--- src/rtl/rci_pkg.sv ---
// ----------------------------------------------------------------------------
// rci_pkg
// Shared constants for the ray and circle intersection pipeline: default
// coordinate format and the limb width that the multipliers are cut into.
// ----------------------------------------------------------------------------
package rci_pkg;

	// Default coordinate width and fraction bits of the fixed-point format.
	localparam int COORD_WIDTH_DEF = 32;
	localparam int FRAC_BITS_DEF   = 16;

	// Width of one partial-product limb in the multipliers.
	localparam int LIMB_W = 32;

endpackage

--- src/rtl/rci_mul.sv ---
// ----------------------------------------------------------------------------
// rci_mul
// Three-stage signed multiplier on magnitudes: limb partial products, then
// their sum, then the sign is applied. The result is AW+BW+1 bits, signed.
// ----------------------------------------------------------------------------
module rci_mul #(
	parameter int AW = 32,
	parameter int BW = 32
) (
	input  logic                    clk,
	input  logic [AW-1:0]           a_mag,
	input  logic [BW-1:0]           b_mag,
	input  logic                    neg,
	output logic signed [AW+BW:0]   prod
);
	import rci_pkg::*;

	localparam int NA   = (AW + LIMB_W - 1) / LIMB_W;
	localparam int NB   = (BW + LIMB_W - 1) / LIMB_W;
	localparam int SUMW = (NA + NB) * LIMB_W;
	localparam int PW   = AW + BW + 1;

	logic [NA*LIMB_W-1:0] a_pad;
	logic [NB*LIMB_W-1:0] b_pad;
	logic [2*LIMB_W-1:0]  pp_s1 [NA][NB];
	logic                 neg_s1;
	logic [SUMW-1:0]      acc;
	logic [AW+BW-1:0]     mag_s2;
	logic                 neg_s2;

	assign a_pad = (NA*LIMB_W)'(a_mag);
	assign b_pad = (NB*LIMB_W)'(b_mag);

	// Stage 1: one limb by limb product per pair.
	always_ff @(posedge clk) begin
		for (int i = 0; i < NA; i++) begin
			for (int j = 0; j < NB; j++) begin
				pp_s1[i][j] <= (2*LIMB_W)'(a_pad[i*LIMB_W +: LIMB_W]) *
					(2*LIMB_W)'(b_pad[j*LIMB_W +: LIMB_W]);
			end
		end
		neg_s1 <= neg;
	end

	// Stage 2: weighted sum of the partial products.
	always_comb begin
		acc = '0;
		for (int i = 0; i < NA; i++) begin
			for (int j = 0; j < NB; j++) begin
				acc = acc + (SUMW'(pp_s1[i][j]) << ((i + j) * LIMB_W));
			end
		end
	end

	always_ff @(posedge clk) begin
		mag_s2 <= acc[AW+BW-1:0];
		neg_s2 <= neg_s1;
	end

	// Stage 3: apply the sign.
	always_ff @(posedge clk) begin
		if (neg_s2) begin
			prod <= -$signed(PW'(mag_s2));
		end else begin
			prod <= $signed(PW'(mag_s2));
		end
	end

endmodule

--- config.mk ---
export PLATFORM = sky130hd
export DESIGN_NAME = rci_mul
export DESIGN_NICKNAME = d
export VERILOG_FILES = /design/src/rtl/rci_pkg.sv /design/src/rtl/rci_mul.sv
export SDC_FILE = /design/constraint.sdc
export NUM_CORES = 2
export LEC_CHECK = 0
export BUFFER_PORTS_ARGS = -buffer_cell sky130_fd_sc_hd__buf_2
export CAP_MARGIN = 10
export CELL_PAD_IN_SITES_DETAIL_PLACEMENT = 1
export CELL_PAD_IN_SITES_GLOBAL_PLACEMENT = 1
export CORE_ASPECT_RATIO = 0.7
export CORE_MARGIN = 3
export CORE_UTILIZATION = 45
export DETAILED_ROUTE_END_ITERATION = 6
export PLACE_DENSITY_LB_ADDON = 0.1
export SYNTH_ARGS = -nofsm -noshare
export SYNTH_HDL_FRONTEND = slang
export SYNTH_SLANG_ARGS = --single-unit
--- constraint.sdc ---
create_clock -name clk -period 10.4 [get_ports clk]
set_clock_uncertainty 0.2 [all_clocks]
set_input_delay 1.56 -clock clk [delete_from_list [all_inputs] [get_ports clk]]
set_output_delay 1.56 -clock clk [all_outputs]
set_load 0.02 [all_outputs]
Word-level counts from Yosys, hierarchy flattened --
Memories as Yosys holds them, arrays and structs flattened. A register that Yosys moved wholly into a read port is not among the register bits. Index checks and enable logic that the tools add are counted.
Storage, ports and cells: bits in registers 67, bits in writable memories 64, input bits 66, logic and storage cells 8, memories 1
Memory list:
- pp_s1 | depth 1, width 64, read ports 1, clocked after memory_dff 1, wr ports 1, line rci_mul.sv:25 | logic [2*LIMB_W-1:0] pp_s1 [NA][NB];
Cells by class: add/sub/neg operators 1, $mul 1, muxes and demuxes 1
Operators by type and width (number):
- $neg A64 Y65 | 1
- $mul A32 B32 Y64 | 1
- $mux W64 | 1

Longest topological paths before layout --
depth after elaboration 2, gate-level depth with buffers 27

Worst setup path after synthesis --
Ideal clock, no wire load.
kind input-to-reg, from input port a_mag[16], to memory pp_s1[0][39] (netlist bit), setup time 120 ps, data arrival time 8150 ps, setup slack 1930 ps, stages 24, buffers on the path 1, cells stage by stage clkbuf_1 and2_1 fa_1 inv_1 fa_1 fa_1 fa_1 inv_1 fa_1 inv_1 fa_1 inv_1 fa_1 inv_1 fa_1 inv_1 ha_1 nand4_1 or3_1 a2111oi_1 nor2_1 o41ai_1 a21oi_1 xnor2_1
On the way: longest elaborated chain between the ends 1
RTL lines:
- start, declared | line rci_mul.sv:11 | input logic [AW-1:0] a_mag,
- $mul A32 B32 Y64 | line rci_mul.sv:38 | pp_s1[i][j] <= (2*LIMB_W)'(a_pad[i*LIMB_W +: LIMB_W]) *
- end, declared | line rci_mul.sv:25
Every way passes these cells.

Worst setup path in the final report --
from input port a_mag[14], to memory pp_s1[0][39] (netlist bit)
The elaborated chain is that of the path after synthesis.

==> run_results.csv <==
group,metric,value,unit
synthesis,yosysMostFrequentCell,"inv_1",
critical_path,reg2reg_depth,8,
hold_path,hold_path_end,"mag_s2[2]$_DFF_P_",
synthesis,ys.flop_type,"dfxtp_1",
critical_path,worst_setup_path_start_kind,"input port",
hold_path,hp-class,"reg -> reg",
clock_network,cts_sinks,195,
sta,setup_viol,0,
synthesis,postSynthNetCount,5405,
critical_path,arrival,9.56,ns
synthesis,yosys.area.top_type,"fa_1",
critical_path,crit_top_cell,"fa_1",
global_route,gr-usage-all-layers,0.274,
critical_path,cpLargestDelayFamily,"adder cells",
run_status,status,"complete, no violations",
clock_network,cts_tree,"built",
finish,drive_gt1_frac,0.0602,
die,core,85000,um2
clock_network,cts_buffers,25,
sta,worstMarginPinSlew,1.09,ns
clock_network,cts_resized,0,
clock_network,cts_hold_buf,0,
critical_path,crit_chain,"buf_2, and2_1, fa_1, inv_1, fa_1, fa_1, fa_1, inv_1, fa_1, inv_1, fa_1, inv_1, fa_1, inv_1, fa_1, inv_1, ha_1, nand4_1, or3_1, a2111oi_1, nor2_1, o41ai_1, a21oi_1, xnor2_1",
die,die_area,90000,um2
synthesis,synth.avg_cell_area,9.31,um2
run,maxCapViolCount,0,
sta,layout_min_cycle_time,9.39,ns
hold_path,hold_depth,0,
die,dieHeight,252,um
critical_path,timing.rr.start,"mag_s2[12]$_DFF_P_",
global_route,grt_antenna_before_repair,7,
sta,slew_viol_final,0,
critical_path,cp.required,10.57,ns
global_route,grt_max_degree,67,
global_route,grt_pass1_wl,187000,um
sta,tns,0,ns
critical_path,crit_type,"in -> reg",
global_route,grt_pass1_vias,31325,
clock_network,clkLatencyLatePin,0.49,ns
routing,wl,120000,um
routing,wl_per_cell,22.5,um
critical_path,r2r_end,"prod[58]$_DFF_P_",
routing,first_pass_iters,5,
synthesis,yosys-top-cells-count,"919 x inv_1, 896 x fa_1, 569 x and2_1",
critical_path,crit_start,"a_mag[14]",
routing,via_per_inst,5.21,
critical_path,endpoint_kind,"flip-flop",
hold_path,hp-start,"pp_s1[0][2]$_DFF_P_",
routing,drtIter0Drc,1409,
synthesis,synth_enable_flop_cells,0,
finish,nets,5403,
critical_path,crit_buf_inv,7,
placement,portBuffers,130,
die,chipWidth,357,um
finish,syn2layout_area_growth,6.38,%
clock_network,cts_max_level,4,
clock_network,clk_path_buf_depth,3,
routing,antenna_left,0,
critical_path,ff2ff_setup_slack,7.13,ns
clock_network,cts_root_buf,"clkbuf_16",
synthesis,synth-seq-cells,195,
placement,gp_congestion,0.876,
critical_path,crit_fanout,32,
global_route,overflow,0,
critical_path,cpPeakStageDelay,0.79,ns
synthesis,synthArstFlopShare,0,
die,core.rowCount,89,
clock_network,path_clk_slew,0.07,ns
sta,holdWs,0.119,ns
synthesis,netlist_area,38900,um2
critical_path,cpMaxStageDelayCell,"a2111oi_1",
synthesis,yosysSeqAreaShare,0.100,
placement,hpwl,98500,um
sta,period_share,0.903,
sta,slew_headroom,0.272,
sta,max_freq,106,MHz
synthesis,ys_warn_count,0,
sta,finalHoldViolCount,0,
sta,grt_setup_unrepaired,"false",
routing,num_vias,27752,
die,ios,131,
die,start_util,0.458,
synthesis,yosys.cell_types.count,67,
clock_network,post_cts_buffers,0,
synthesis,synth_area_leaders,"fa_1 46%, dfxtp_1 10%, and2_1 9.2%, inv_1 8.9%, ha_1 8.5%",
routing,drc_errors,0,
synthesis,synth_top_area_share,0.461,
synthesis,syn_inst,4179,
## worst register-to-register path, stage by stage (launching register included)
cell	delay (ns)
dfxtp_1	0.34
or3_4	0.42
or4_4	0.55
nor3_2	0.43
and4_1	0.28
nand2_1	0.18
or2_1	0.36
o31ai_1	0.31
xnor2_1	0.15
## registers in the layout, indices dropped and copies added, names as in the netlist
signal and count:
prod 65, mag_s2 64, pp_s1 64, neg_s1 1
neg_s2 1
## layout by cell type, fill, tap and decap left out, drive strengths merged, types with 56 or more instances in the layout
master,n
and2,569
ha,264
dfxtp,195
xnor2,101
a21oi,77
nor2,56
inv,919
nand2,540
fa,896
o21ai,61
buf,196
## kinds of logic after synthesis
| group | Yosys count | synth area share |
|---|---|---|
| compound gates | 268 | 0.0451 |
| mux | 1 | 0.000290 |
| fa+ha+maj | 1160 | 0.546 |
| flops | 195 | 0.100 |
| xor+xnor | 121 | 0.0272 |
| simple gates | 1290 | 0.170 |
| buf+inv | 1144 | 0.110 |
## metrics by stage
step                cells   util  setup WS, ns  cell area [um2]
finish               5324  0.487          1.01            41400
floorplan            4179      -          1.93            38900
global placement     5287  0.478         0.648            40600
detailed placement   5287  0.478         0.647            40600
CTS                  5320  0.487          1.16            41400
global route         5320  0.487         0.773            41400
## final cells by class
type                    instances  area [um2]
fillers                      9655       43600
multi-input cells            2840       30700
flip-flops and latches        195        3910
inverters                     919        3450
well taps                    1137        1420
repair buffers                196        1170
clock buffers                  26         629
clock inverters                 7        93.8
diodes                          4        10.0
## worst max path at each step
stage | endpoint | slack, ns | cells after the start
floorplan | pp_s1[0][39]$_DFF_P_ | 1.93 | 24
global placement | pp_s1[0][62]$_DFF_P_ | 0.65 | 21
detailed placement | pp_s1[0][39]$_DFF_P_ | 0.65 | 24
CTS | pp_s1[0][39]$_DFF_P_ | 1.16 | 24
global route | pp_s1[0][39]$_DFF_P_ | 0.77 | 24
finish | pp_s1[0][39]$_DFF_P_ | 1.01 | 24
## per-layer routing
layer / track usage / share of wire / vias to the layer above
li1: - / - / 12214
met1: 0.384 / 0.45 / 14680
met2: 0.447 / 0.47 / 726
met3: 0.0435 / 0.057 / 132
met4: 0.0702 / 0.028 / 0
met5: 0 / 0 / -
Power is not shown: default switching activity piles up to over one toggle a cycle in this logic, so the estimate is an artifact.
